$ cat src/rtl/lpe_pkg.sv
// Package for the LSB payload extractor.
// Holds shared constants, register codes, the configuration struct and the chunk mask function.
// No dependencies.
package lpe_pkg;

  // Default header length in rebuilt bytes
  localparam int unsigned LPE_HEADER_BYTES = 4;

  // Width of the length field built from the header
  localparam int unsigned LEN_W = 32;

  // Smallest usable scanline size (filter byte plus one data byte)
  localparam logic [15:0] LINE_SIZE_MIN = 16'd2;

  // Register indexes on the configuration port (byte address 4 * index)
  localparam logic REG_BIT_DEPTH = 1'b0;
  localparam logic REG_LINE_SIZE = 1'b1;

  // Configuration register contents
  typedef struct packed {
    logic [1:0]  bit_depth_code;
    logic [15:0] line_size;
  } cfg_t;

  // Mask of the low bits taken from each image byte for a depth code
  function automatic logic [7:0] chunk_mask(input logic [1:0] code);
    logic [7:0] m;
    unique case (code)
      2'd0:    m = 8'h01;
      2'd1:    m = 8'h03;
      2'd2:    m = 8'h0F;
      default: m = 8'hFF;
    endcase
    return m;
  endfunction

endpackage

$ cat src/rtl/lpe_if.sv
// Stream interfaces for the LSB payload extractor channels.
// Each carries valid, ready and one word of payload. No dependencies.
interface lpe_in_if;
  logic       valid;
  logic       ready;
  logic [7:0] image_byte;
  logic       start_image;

  modport source (output valid, output image_byte, output start_image, input ready);
  modport sink (input valid, input image_byte, input start_image, output ready);
endinterface

interface lpe_out_if;
  logic       valid;
  logic       ready;
  logic [7:0] payload_byte;
  logic       last_byte;

  modport source (output valid, output payload_byte, output last_byte, input ready);
  modport sink (input valid, input payload_byte, input last_byte, output ready);
endinterface

$ cat src/rtl/lpe_core.sv
// Per-word extraction logic and stream state of the LSB payload extractor.
// Depends on lpe_pkg.
module lpe_core #(
  parameter int unsigned HEADER_BYTES = lpe_pkg::LPE_HEADER_BYTES
) (
  input  logic          clk_i,
  input  logic          rst_ni,
  input  logic          step_i,
  input  logic [7:0]    image_byte_i,
  input  logic          start_image_i,
  input  lpe_pkg::cfg_t cfg_i,
  output logic          res_valid_o,
  output logic [7:0]    payload_byte_o,
  output logic          last_byte_o
);
  import lpe_pkg::*;

  localparam int unsigned HIDX_W = $clog2(HEADER_BYTES + 1);

  logic [15:0]      col_q, col_d;
  logic [2:0]       chunk_q, chunk_d;
  logic [7:0]       asm_q, asm_d;
  logic [HIDX_W-1:0] hidx_q, hidx_d;
  logic [LEN_W-1:0] total_q, total_d;
  logic [LEN_W-1:0] rem_q, rem_d;
  logic             fin_q, fin_d;

  logic [15:0]      col_e, chunk_dummy, ls, col_w;
  logic [2:0]       chunk_e;
  logic [7:0]       asm_e, asm_new, taken;
  logic [HIDX_W-1:0] hidx_e;
  logic [LEN_W-1:0] total_e, total_new, hidx_ext, rem_e;
  logic             fin_e, filter, complete;
  logic [16:0]      col_inc;
  logic [5:0]       sh;
  logic [3:0]       chunks, chunk_inc;

  assign chunk_dummy = '0;

  // Start flag clears the stream state before the word is used
  always_comb begin
    col_e   = start_image_i ? '0 : col_q;
    chunk_e = start_image_i ? '0 : chunk_q;
    asm_e   = start_image_i ? '0 : asm_q;
    hidx_e  = start_image_i ? '0 : hidx_q;
    total_e = start_image_i ? '0 : total_q;
    rem_e   = start_image_i ? '0 : rem_q;
    fin_e   = start_image_i ? 1'b0 : fin_q;
  end

  // Scanline position and filter byte detection
  assign ls      = (cfg_i.line_size < LINE_SIZE_MIN) ? LINE_SIZE_MIN : cfg_i.line_size;
  assign col_w   = (col_e >= ls) ? chunk_dummy : col_e;
  assign filter  = (col_w == '0);
  assign col_inc = {1'b0, col_w} + 17'd1;

  // Chunk placement inside the byte being rebuilt
  assign sh        = 6'(chunk_e) << cfg_i.bit_depth_code;
  assign taken     = image_byte_i & chunk_mask(cfg_i.bit_depth_code);
  assign asm_new   = (sh < 6'd8) ? (asm_e | (taken << sh[2:0])) : asm_e;
  assign chunks    = 4'd8 >> cfg_i.bit_depth_code;
  assign chunk_inc = {1'b0, chunk_e} + 4'd1;
  assign complete  = !(chunk_inc < chunks);

  // Header byte lands in its little-endian lane
  assign hidx_ext  = LEN_W'(hidx_e);
  assign total_new = (hidx_ext < 32'd4)
                     ? (total_e | (LEN_W'(asm_new) << {hidx_ext[1:0], 3'b000}))
                     : total_e;

  always_comb begin
    col_d          = (col_inc >= {1'b0, ls}) ? '0 : col_inc[15:0];
    chunk_d        = chunk_e;
    asm_d          = asm_e;
    hidx_d         = hidx_e;
    total_d        = total_e;
    rem_d          = rem_e;
    fin_d          = fin_e;
    res_valid_o    = 1'b0;
    payload_byte_o = asm_new;
    last_byte_o    = (rem_e == LEN_W'(1));
    if (!filter && !fin_e) begin
      if (!complete) begin
        chunk_d = chunk_inc[2:0];
        asm_d   = asm_new;
      end else begin
        chunk_d = '0;
        asm_d   = '0;
        if (hidx_ext < LEN_W'(HEADER_BYTES)) begin
          // Collect the length header
          total_d = total_new;
          hidx_d  = hidx_e + HIDX_W'(1);
          if (hidx_ext + LEN_W'(1) == LEN_W'(HEADER_BYTES)) begin
            if (total_new <= LEN_W'(HEADER_BYTES)) begin
              fin_d = 1'b1;
              rem_d = '0;
            end else begin
              rem_d = total_new - LEN_W'(HEADER_BYTES);
            end
          end
        end else if (rem_e == '0) begin
          fin_d = 1'b1;
        end else begin
          // Emit one payload word
          rem_d       = rem_e - LEN_W'(1);
          res_valid_o = 1'b1;
          if (rem_e == LEN_W'(1)) begin
            fin_d = 1'b1;
          end
        end
      end
    end
  end

  // Advance the stream state on each processed word
  always_ff @(posedge clk_i or negedge rst_ni) begin
    if (!rst_ni) begin
      col_q   <= '0;
      chunk_q <= '0;
      asm_q   <= '0;
      hidx_q  <= '0;
      total_q <= '0;
      rem_q   <= '0;
      fin_q   <= 1'b0;
    end else if (step_i) begin
      col_q   <= col_d;
      chunk_q <= chunk_d;
      asm_q   <= asm_d;
      hidx_q  <= hidx_d;
      total_q <= total_d;
      rem_q   <= rem_d;
      fin_q   <= fin_d;
    end
  end

endmodule

$ cat src/rtl/lsb_payload_extractor_unit.sv
// Top level of the LSB payload extractor: config registers, input and result registers.
// Depends on lpe_pkg, lpe_if (lpe_in_if, lpe_out_if) and lpe_core.
//
//   channel  | dir | word                        | handshake
//   ---------+-----+-----------------------------+-------------------------
//   in_i     | in  | image_byte, start_image     | valid/ready
//   out_o    | out | payload_byte, last_byte     | valid/ready
//   APB      | in  | bit_depth_code, line_size   | psel/penable, pready=1
//
// One image word per cycle unless the result register stalls; a word's payload byte, if
// any, moves from the input register to the result register via the extraction logic.
// Reset clears the stream state as if an image had just started.
// A stalled result register holds the input register; ready drops only then.
module lsb_payload_extractor_unit #(
  parameter int unsigned HEADER_BYTES = lpe_pkg::LPE_HEADER_BYTES
) (
  input  logic        clk_i,
  input  logic        rst_ni,
  lpe_in_if.sink      in_i,
  lpe_out_if.source   out_o,
  input  logic        psel,
  input  logic        penable,
  input  logic        pwrite,
  input  logic [2:0]  paddr,
  input  logic [31:0] pwdata,
  output logic [31:0] prdata,
  output logic        pready
);
  import lpe_pkg::*;

  cfg_t       cfg_q;
  logic       cfg_we;
  logic       s_valid_q;
  logic [7:0] s_byte_q;
  logic       s_start_q;
  logic       out_valid_q;
  logic [7:0] out_byte_q;
  logic       out_last_q;
  logic       out_free, step, in_take;
  logic       res_valid, res_last;
  logic [7:0] res_byte;

  // Configuration registers
  assign pready = 1'b1;
  assign cfg_we = psel && penable && pwrite;

  always_ff @(posedge clk_i or negedge rst_ni) begin
    if (!rst_ni) begin
      cfg_q.bit_depth_code <= 2'd0;
      cfg_q.line_size      <= LINE_SIZE_MIN;
    end else if (cfg_we) begin
      unique case (paddr[2])
        REG_BIT_DEPTH: cfg_q.bit_depth_code <= pwdata[1:0];
        REG_LINE_SIZE: cfg_q.line_size      <= pwdata[15:0];
        default:       cfg_q                <= cfg_q;
      endcase
    end
  end

  always_comb begin
    unique case (paddr[2])
      REG_BIT_DEPTH: prdata = {30'd0, cfg_q.bit_depth_code};
      REG_LINE_SIZE: prdata = {16'd0, cfg_q.line_size};
      default:       prdata = '0;
    endcase
  end

  // Handshake control
  assign out_free   = !out_valid_q || out_o.ready;
  assign step       = s_valid_q && out_free;
  assign in_i.ready = !s_valid_q || out_free;
  assign in_take    = in_i.valid && in_i.ready;

  // Input register
  always_ff @(posedge clk_i or negedge rst_ni) begin
    if (!rst_ni) begin
      s_valid_q <= 1'b0;
    end else if (in_take) begin
      s_valid_q <= 1'b1;
    end else if (step) begin
      s_valid_q <= 1'b0;
    end
  end

  always_ff @(posedge clk_i) begin
    if (in_take) begin
      s_byte_q  <= in_i.image_byte;
      s_start_q <= in_i.start_image;
    end
  end

  lpe_core #(
    .HEADER_BYTES(HEADER_BYTES)
  ) u_core (
    .clk_i         (clk_i),
    .rst_ni        (rst_ni),
    .step_i        (step),
    .image_byte_i  (s_byte_q),
    .start_image_i (s_start_q),
    .cfg_i         (cfg_q),
    .res_valid_o   (res_valid),
    .payload_byte_o(res_byte),
    .last_byte_o   (res_last)
  );

  // Result register
  always_ff @(posedge clk_i or negedge rst_ni) begin
    if (!rst_ni) begin
      out_valid_q <= 1'b0;
    end else if (out_free) begin
      out_valid_q <= step && res_valid;
    end
  end

  always_ff @(posedge clk_i) begin
    if (step && res_valid && out_free) begin
      out_byte_q <= res_byte;
      out_last_q <= res_last;
    end
  end

  assign out_o.valid        = out_valid_q;
  assign out_o.payload_byte = out_byte_q;
  assign out_o.last_byte    = out_last_q;

endmodule

$ cat src/flat_wrapper.sv
// flat-port wrapper written by rule: the top's interface ports become plain ports
module lsb_payload_extractor_unit_flat import lpe_pkg::*;
#(
  parameter int unsigned HEADER_BYTES = lpe_pkg::LPE_HEADER_BYTES
)
  (clk_i, rst_ni, psel, penable, pwrite, paddr, pwdata, prdata, pready, in_i_valid, in_i_image_byte, in_i_start_image, in_i_ready, out_o_valid, out_o_payload_byte, out_o_last_byte, out_o_ready);
  lpe_in_if in_i_i ();
  lpe_out_if out_o_i ();
  input  logic clk_i;
  input  logic rst_ni;
  input  logic psel;
  input  logic penable;
  input  logic pwrite;
  input  logic [2:0] paddr;
  input  logic [31:0] pwdata;
  output logic [31:0] prdata;
  output logic pready;
  input wire logic [$bits(in_i_i.valid)-1:0] in_i_valid;
  input wire logic [$bits(in_i_i.image_byte)-1:0] in_i_image_byte;
  input wire logic [$bits(in_i_i.start_image)-1:0] in_i_start_image;
  output wire logic [$bits(in_i_i.ready)-1:0] in_i_ready;
  output wire logic [$bits(out_o_i.valid)-1:0] out_o_valid;
  output wire logic [$bits(out_o_i.payload_byte)-1:0] out_o_payload_byte;
  output wire logic [$bits(out_o_i.last_byte)-1:0] out_o_last_byte;
  input wire logic [$bits(out_o_i.ready)-1:0] out_o_ready;
  assign in_i_i.valid = in_i_valid;
  assign in_i_i.image_byte = in_i_image_byte;
  assign in_i_i.start_image = in_i_start_image;
  assign in_i_ready = in_i_i.ready;
  assign out_o_valid = out_o_i.valid;
  assign out_o_payload_byte = out_o_i.payload_byte;
  assign out_o_last_byte = out_o_i.last_byte;
  assign out_o_i.ready = out_o_ready;
  lsb_payload_extractor_unit #(.HEADER_BYTES(HEADER_BYTES)) u_core (.clk_i(clk_i), .rst_ni(rst_ni), .in_i(in_i_i), .out_o(out_o_i), .psel(psel), .penable(penable), .pwrite(pwrite), .paddr(paddr), .pwdata(pwdata), .prdata(prdata), .pready(pready));
endmodule
$ cat config.mk
export PLATFORM = sky130hd
export DESIGN_NAME = lsb_payload_extractor_unit_flat
export DESIGN_NICKNAME = d
export VERILOG_FILES = /design/src/rtl/lpe_pkg.sv /design/src/rtl/lpe_if.sv /design/src/rtl/lpe_core.sv /design/src/rtl/lsb_payload_extractor_unit.sv /design/src/flat_wrapper.sv
export SDC_FILE = /design/constraint.sdc
export NUM_CORES = 1
export LEC_CHECK = 0
export ABC_AREA = 1
export BUFFER_PORTS_ARGS = -buffer_cell sky130_fd_sc_hd__buf_2
export CAP_MARGIN = 40
export CELL_PAD_IN_SITES_DETAIL_PLACEMENT = 1
export CELL_PAD_IN_SITES_GLOBAL_PLACEMENT = 1
export CORE_MARGIN = 1.5
export CORE_UTILIZATION = 44
export DETAILED_ROUTE_END_ITERATION = 10
export PLACE_DENSITY = 0.9
export SLEW_MARGIN = 20
export SYNTH_ARGS = -nofsm -noshare
export SYNTH_HDL_FRONTEND = slang
export SYNTH_SLANG_ARGS = --single-unit
$ cat constraint.sdc
create_clock -name clk_i -period 5.75 [get_ports clk_i]
set_input_delay 0.8625 -clock clk_i [delete_from_list [all_inputs] [get_ports clk_i]]
set_output_delay 0.8625 -clock clk_i [all_outputs]
set_load 0.01 [all_outputs]
### After elaboration in Yosys (flattened, before gate mapping)

Index checks and enable logic that the tools add are counted.

| storage, ports and cells | value |
|---|---|
| input port bits | 51 |
| word-level logic and storage cells | 102 |
| bits in registers | 133 |

| cells by class | value |
|---|---|
| reduce and logical (&&, ||, !) cells | 19 |
| add/subtract/negate cells | 6 |
| $lt $le $gt $ge | 7 |
| shift-type cells | 4 |
| bitwise gates (word level) | 4 |
| multiplexer cells | 43 |
| equal/unequal tests | 4 |

Operators by type and width:

| cell | count |
|---|---|
| $mux W32 | 12 |
| $mux W16 | 4 |
| $pmux W32 S2 | 1 |
| $eq A32 B1 Y1 const B | 1 |
| $le A32 B3 Y1 const B | 1 |
| $logic_not A32 Y1 | 1 |
| $mux W8 | 4 |
| $or A32 B32 Y32 | 1 |
| $shl A8 B5 Y32 | 1 |
| $sub A32 B1 Y32 const B | 1 |
| $sub A32 B3 Y32 const B | 1 |
| $pmux W8 S3 | 1 |
| $mux W3 | 7 |
| $add A16 B1 Y17 const B | 1 |
| $ge A17 B16 Y1 | 1 |
| $ge A16 B16 Y1 | 1 |
| $logic_not A16 Y1 | 1 |
| $lt A16 B2 Y1 const B | 1 |
| $mux W1 | 14 |
| $add A3 B1 Y4 const B | 2 |
| $and A8 B8 Y8 | 1 |
| $or A8 B8 Y8 | 1 |
| $shl A8 B3 Y8 | 1 |
| $logic_and A1 B1 Y1 | 7 |
| 15 further kinds | 20 |

### Depth between registers and ports, before layout

| depth | value |
|---|---|
| word-level depth | 15 |
| depth in mapped cells | 35 |
| mapped depth without buffers | 32 |

### Modules after synthesis

From an unflattened synthesis, not the netlist that was laid out.

| unflattened totals | value |
|---|---|
| cell total of the unflattened synthesis | 1729 |
| area, all modules | 11054.4 um^2 |

By module, submodules not included:

| module | instances | cells each | area an instance (um^2) | sequential area each (um^2) |
|---|---|---|---|---|
| lpe_core | 1 | 1561 | 9402.8 | 2377.3 |
| lsb_payload_extractor_unit | 1 | 168 | 1651.6 | 1042.2 |

### Least setup slack after synthesis

No wires, ideal clock.

| timing | value |
|---|---|
| kind | reg-to-reg |
| start | reg u_core.s_start_q |
| end | reg u_core.u_core.col_q[3] |
| period minus slack after synthesis | 4.730 ns |
| stages on the path, launching flop included | 28 |
| path slack | 1.020 ns |
| library setup time | 0.066 ns |
| arrival | 4.665 ns |
| path through | edfxtp_1 -> buf_6 -> buf_4 -> buf_2 -> nor2_1 -> ha_1 -> a21oi_1 -> o21a_1 -> nor2_1 -> nor4_4 -> nand2_4 -> nor2_1 -> ha_1 -> inv_1 -> nor2_1 -> nand2_1 -> xor2_1 -> ha_1 -> nand2_1 -> nor2_1 -> a211oi_1 -> a21oi_1 -> nor2_1 -> o21ai_0 -> a21oi_1 -> clkbuf_1 -> nand3_1 -> nand2_1 |

| between the ends | value |
|---|---|
| longest elaborated chain between the ends | 6 |

RTL lines:

| item | line | text |
|---|---|---|
| start: declaration | lsb_payload_extractor_unit.sv:35 | `logic s_start_q;` |
| start signal: assignment | lsb_payload_extractor_unit.sv:88 | `s_start_q <= in_i.start_image;` |
| $mux W16 * | lpe_core.sv:42 | `col_e = start_image_i ? '0 : col_q;` |
| $ge A16 B16 Y1 | lpe_core.sv:53 | `assign col_w = (col_e >= ls) ? chunk_dummy : col_e;` |
| $mux W16 * | lpe_core.sv:53 |  |
| $add A16 B1 Y17 * | lpe_core.sv:55 | `assign col_inc = {1'b0, col_w} + 17'd1;` |
| $ge A17 B16 Y1 | lpe_core.sv:72 | `col_d = (col_inc >= {1'b0, ls}) ? '0 : col_inc[15:0];` |
| $mux W16 * | lpe_core.sv:72 |  |
| end signal: assignment | lpe_core.sv:126 | `col_q <= col_d;` |
| end: declaration | lpe_core.sv:20 | `logic [15:0] col_q, col_d;` |

Every way passes the cells marked *; elsewhere a longest branch is shown, timed or not.
A chain may end at the register's enable or synchronous reset.

### Worst setup path after layout

| timing | value |
|---|---|
| start | reg u_core.cfg_q[1] (netlist name) |
| end | reg u_core.u_core.col_q[8] |

| between the ends | value |
|---|---|
| longest elaborated chain between the ends | 7 |

RTL lines:

| item | line | text |
|---|---|---|
| start: declaration | lsb_payload_extractor_unit.sv:31 | `cfg_t cfg_q;` |
| start signal: assignment | lsb_payload_extractor_unit.sv:55 | `default: cfg_q <= cfg_q;` |
| $lt A16 B2 Y1 | lpe_core.sv:52 | `assign ls = (cfg_i.line_size < LINE_SIZE_MIN) ? LINE_SIZE_MIN : cfg_i.line_size;` |
| $mux W16 * | lpe_core.sv:52 |  |
| $ge A16 B16 Y1 | lpe_core.sv:53 |  |
| $mux W16 | lpe_core.sv:53 |  |
| $add A16 B1 Y17 | lpe_core.sv:55 |  |
| $ge A17 B16 Y1 | lpe_core.sv:72 |  |
| $mux W16 * | lpe_core.sv:72 |  |

Marks and branches as above.

==> impl_summary.log <==
INFO  metric status = complete, no violations
INFO  metric critical-path-max-stage-delay = 550 ps
INFO  metric yosys-top-cells-area = sky130_fd_sc_hd__dfrtp_1 (26%), sky130_fd_sc_hd__nand2_1 (17%), sky130_fd_sc_hd__inv_1 (6.7%)
INFO  metric pin_count_of_the_biggest_net_entering_global_routing = 53
INFO  metric synth-adder-area-share = 4.927%
INFO  metric yosysTopAreaCellShare = 25.53%
INFO  metric synth_ff_type = sky130_fd_sc_hd__dfrtp_1
INFO  metric grt_usage = 30.70%
INFO  metric tritoncts_num_sinks = 133
INFO  metric layout-drive-gt1-share = 14.61%
INFO  metric clk_path_buf_depth = 2
INFO  metric global_route_wire_length_before_repair = 64230 um
INFO  metric rr_endpoint = u_core.u_core.col_q[8]
INFO  metric fin_skew = 15.40 ps
INFO  metric cts_made_buffers = 17
INFO  metric critPathSlowestCell = sky130_fd_sc_hd__dfstp_2
INFO  metric row_count = 58
INFO  metric worst_slew_pin_slew = 712.3 ps
INFO  metric synth-seq-area-share = 30.60%
INFO  metric setup_slack = 576.1 ps
INFO  metric irDropWorstVdd = 145.6 uV
INFO  metric timing.setup.critical_path_class = register to register
INFO  metric worst_setup_hold_path_clk_slew = 70 ps
INFO  metric ys_seq_elements = 133
INFO  metric r2r_setup_slack = 580 ps
INFO  metric post_cts_hold_buffer_count = 0
INFO  metric timing_max_transition_violations_final = 0
INFO  metric chipHeight = 162.4 um
INFO  metric syn_area_per_cell = 6.663 um^2
INFO  metric fin_crit = 5174 ps
INFO  metric synth_largest_area_cell = sky130_fd_sc_hd__dfrtp_1
INFO  metric globalplace.congestion = 0.9292
INFO  metric max_freq = 193.3 MHz
INFO  metric finalHoldViolations = 0
INFO  metric route.detailed.drc = 0
INFO  metric detail-route-antenna-nets = 0
INFO  metric cpMostUsedCell = sky130_fd_sc_hd__nand2_1
INFO  metric initial_utilization = 44.63%
INFO  metric timing.setup.tns = 0 ps
INFO  metric crit_path_max_fanout = 16
INFO  metric yosysUniqueCellTypes = 60
INFO  metric number_of_search_and_repair_iterations_in_the_first_detailed_routing_pass = 6
INFO  metric worstSkewPairLatency = 440 ps
INFO  metric timing.reg2reg.worst_path_depth = 32
INFO  metric setup.worst_path.end_class = register
INFO  metric n_antenna_cell = 0
INFO  metric full_die_area = 26360 um^2
INFO  metric via_count = 11537
INFO  metric max_slew_margin = 52.40%
INFO  metric port_buffers = 59
INFO  metric synth-async-reset-ratio = 86.47%
INFO  metric grt.overflow.total = 0
INFO  metric synth_compound_area_share = 10.85%
INFO  metric drt-initial-drc-count = 790
INFO  metric post_synth_edffs = 18
INFO  metric fraction_of_the_mapped_netlist_area_in_simple_logic_gates = 39.60%
INFO  metric number_of_antenna_violations_at_the_first_check_in_global_routing = 0
INFO  metric max_cap_viol_count = 0
INFO  metric synthesis.yosys.warnings = 0
INFO  metric cts_tree = built
INFO  metric synth_xor_xnor_area_share = 2.352%
INFO  metric root_buffer = sky130_fd_sc_hd__clkbuf_16
INFO  metric finalWirelength = 39390 um
INFO  metric mean_routed_wirelength_per_cell = 19.10 um
INFO  metric syn-instance-count = 1677
INFO  metric crit_path_start_kind = register
INFO  metric post-synth-top-count-cell = sky130_fd_sc_hd__nand2_1
INFO  metric flow.area_growth_from_synthesis = 10.31%
INFO  metric detailed_place_hpwl = 27950 um
INFO  metric setup_repair_after_global_routing_missed_its_margin = no
INFO  metric crit_required = 6130 ps
INFO  metric critical_path.reg2reg.startpoint = u_core.cfg_q[1]
INFO  metric fp.coreArea = 25040 um^2
INFO  metric finalSetupViolCount = 0
INFO  metric timing.final.crit_share = 89.98%
INFO  metric path_category_of_the_worst_min_delay_check = primary input to asynchronous set/reset pin
INFO  metric design.final.nets = 1814
INFO  metric die_w = 162.4 um
INFO  metric combinational_family_with_the_most_area_after_synthesis = simple AND/OR/NAND/NOR gates
INFO  metric synth_area = 11170 um^2
INFO  metric power_density = 319.1 nW/um^2
INFO  metric count_of_pins_on_the_block_boundary = 95
INFO  metric cellLeakagePower = 0.006811 uW
INFO  metric share_of_cell_area_taken_by_muxes_after_synthesis = 0%
INFO  metric placement.setup.worst_slack = 604.6 ps
INFO  metric avgViaCountPerCell = 5.595
INFO  metric grt_pass1_vias = 12539
INFO  metric synth_commonest_cells = sky130_fd_sc_hd__nand2_1 (510), sky130_fd_sc_hd__inv_1 (200), sky130_fd_sc_hd__nor2_1 (173), sky130_fd_sc_hd__nand3_1 (144), sky130_fd_sc_hd__dfrtp_1 (114)
INFO  metric worst_ep_arrival_time = 5550 ps
INFO  metric htreeDepth = 4
-- through the flow --
step | cell area [um^2] | power, uW | utilization (%) | cells | hold slack, ps
3_5_place_dp | 11650 | 2641 | 46.52 | 2027 | 465.0
5_1_grt | 12330 | 4143 | 49.23 | 2062 | 395.5
6_report | 12330 | 3933 | 49.23 | 2062 | 379.0
2_1_floorplan | 11230 | 2205 | - | 1692 | 448.8
4_1_cts | 12300 | 3917 | 49.13 | 2059 | 389.7
3_3_place_gp | 11600 | 2560 | 46.35 | 2024 | 461.2
-- cell usage in the layout (no fill, tap or decap), types with 18 or more instances in the layout --
cell type / instances
sky130_fd_sc_hd__a21oi_1: 77
sky130_fd_sc_hd__nor2_1: 171
sky130_fd_sc_hd__buf_2: 58
sky130_fd_sc_hd__nand3_2: 23
sky130_fd_sc_hd__inv_1: 199
sky130_fd_sc_hd__buf_4: 20
sky130_fd_sc_hd__o211ai_1: 20
sky130_fd_sc_hd__nand3_1: 144
sky130_fd_sc_hd__o21ai_1: 20
sky130_fd_sc_hd__o21ai_0: 56
sky130_fd_sc_hd__dfrtp_1: 114
sky130_fd_sc_hd__ha_1: 44
sky130_fd_sc_hd__nand2_2: 32
sky130_fd_sc_hd__nand2_1: 509
sky130_fd_sc_hd__edfxtp_1: 18
sky130_fd_sc_hd__xor2_1: 22
sky130_fd_sc_hd__nor2_2: 24
-- area by class of cell --
class / instances / area (um^2)
timing repair buffer: 80 / 475.5
sequential: 133 / 3420
clock buffer: 18 / 429.2
fill: 3337 / 12710
inverter: 221 / 838.3
multi-input combinational: 1266 / 6526
tap: 330 / 412.9
clock inverter: 14 / 224.0
-- kinds of logic (layout without fill, tap and decap cells) --
| family | after synthesis | after routing |
|---|---|---|
| buffers and inverters | 293 | 333 |
| AO/OA/AOI/OAI | 208 | 208 |
| AND/OR/NAND/NOR | 967 | 967 |
| other | 2 | 17 |
| adder cells (fa/ha/maj) | 44 | 44 |
| XOR/XNOR | 30 | 30 |
| flip-flops | 133 | 133 |
-- sequential cells by signal, indices dropped and copies added (netlist names) --
| name | flops |
|---|---|
| u_core.cfg_q | 18 |
| u_core.out_o.last_byte | 1 |
| u_core.out_o.payload_byte | 8 |
| u_core.out_o.valid | 1 |
| u_core.s_byte_q | 8 |
| u_core.s_start_q | 1 |
| u_core.s_valid_q | 1 |
| u_core.u_core.asm_q | 8 |
| u_core.u_core.chunk_q | 3 |
| u_core.u_core.col_q | 16 |
| u_core.u_core.fin_q | 1 |
| u_core.u_core.hidx_q | 3 |
| u_core.u_core.rem_q | 32 |
| u_core.u_core.total_q | 32 |
-- metal layers --
metal	vias to the layer above	routed length (um)	global-route usage (%)
li1	5383	-	-
met1	5621	15870	35.02
met2	397	19670	54.72
met3	136	2003	5.220
met4	0	1847	16.43
met5	-	0	0
-- worst max path at each step --
stage | from | end | cells past startpoint
after global routing | u_core.cfg_q[13] | u_core.u_core.col_q[1] | 32
after CTS | u_core.s_start_q | u_core.u_core.col_q[8] | 30
after detailed placement | u_core.s_start_q | u_core.u_core.col_q[8] | 29
after floorplan | u_core.s_start_q | u_core.u_core.col_q[3] | 27
final | u_core.cfg_q[1] | u_core.u_core.col_q[8] | 32
after global placement | u_core.s_start_q | u_core.u_core.col_q[1] | 30
-- where the power goes --
part	internal, uW	leakage, uW	switching, uW	total (uW)
Sequential	1030	0.00170	63.8	1090
Combinational	456	0.00479	1130	1580
Clock	776	0.000315	483	1260
-- what timing repair did --
item	CTS	global route
hold endpoints to repair	0	0
setup endpoints to repair	0	16
resized for setup	0	2
setup buffers	0	3
-- critical path, delay by kind of cell, from the launching register on --
kind / cells / cell delay, ps
adders and majority gates: 3 / 850
DFF: 1 / 550
AOI/OAI and AO/OA: 7 / 1300
and+or+nand+nor: 18 / 1930
buffers and inverters: 4 / 510
No activity file was read; power rests on OpenSTA's default activity.
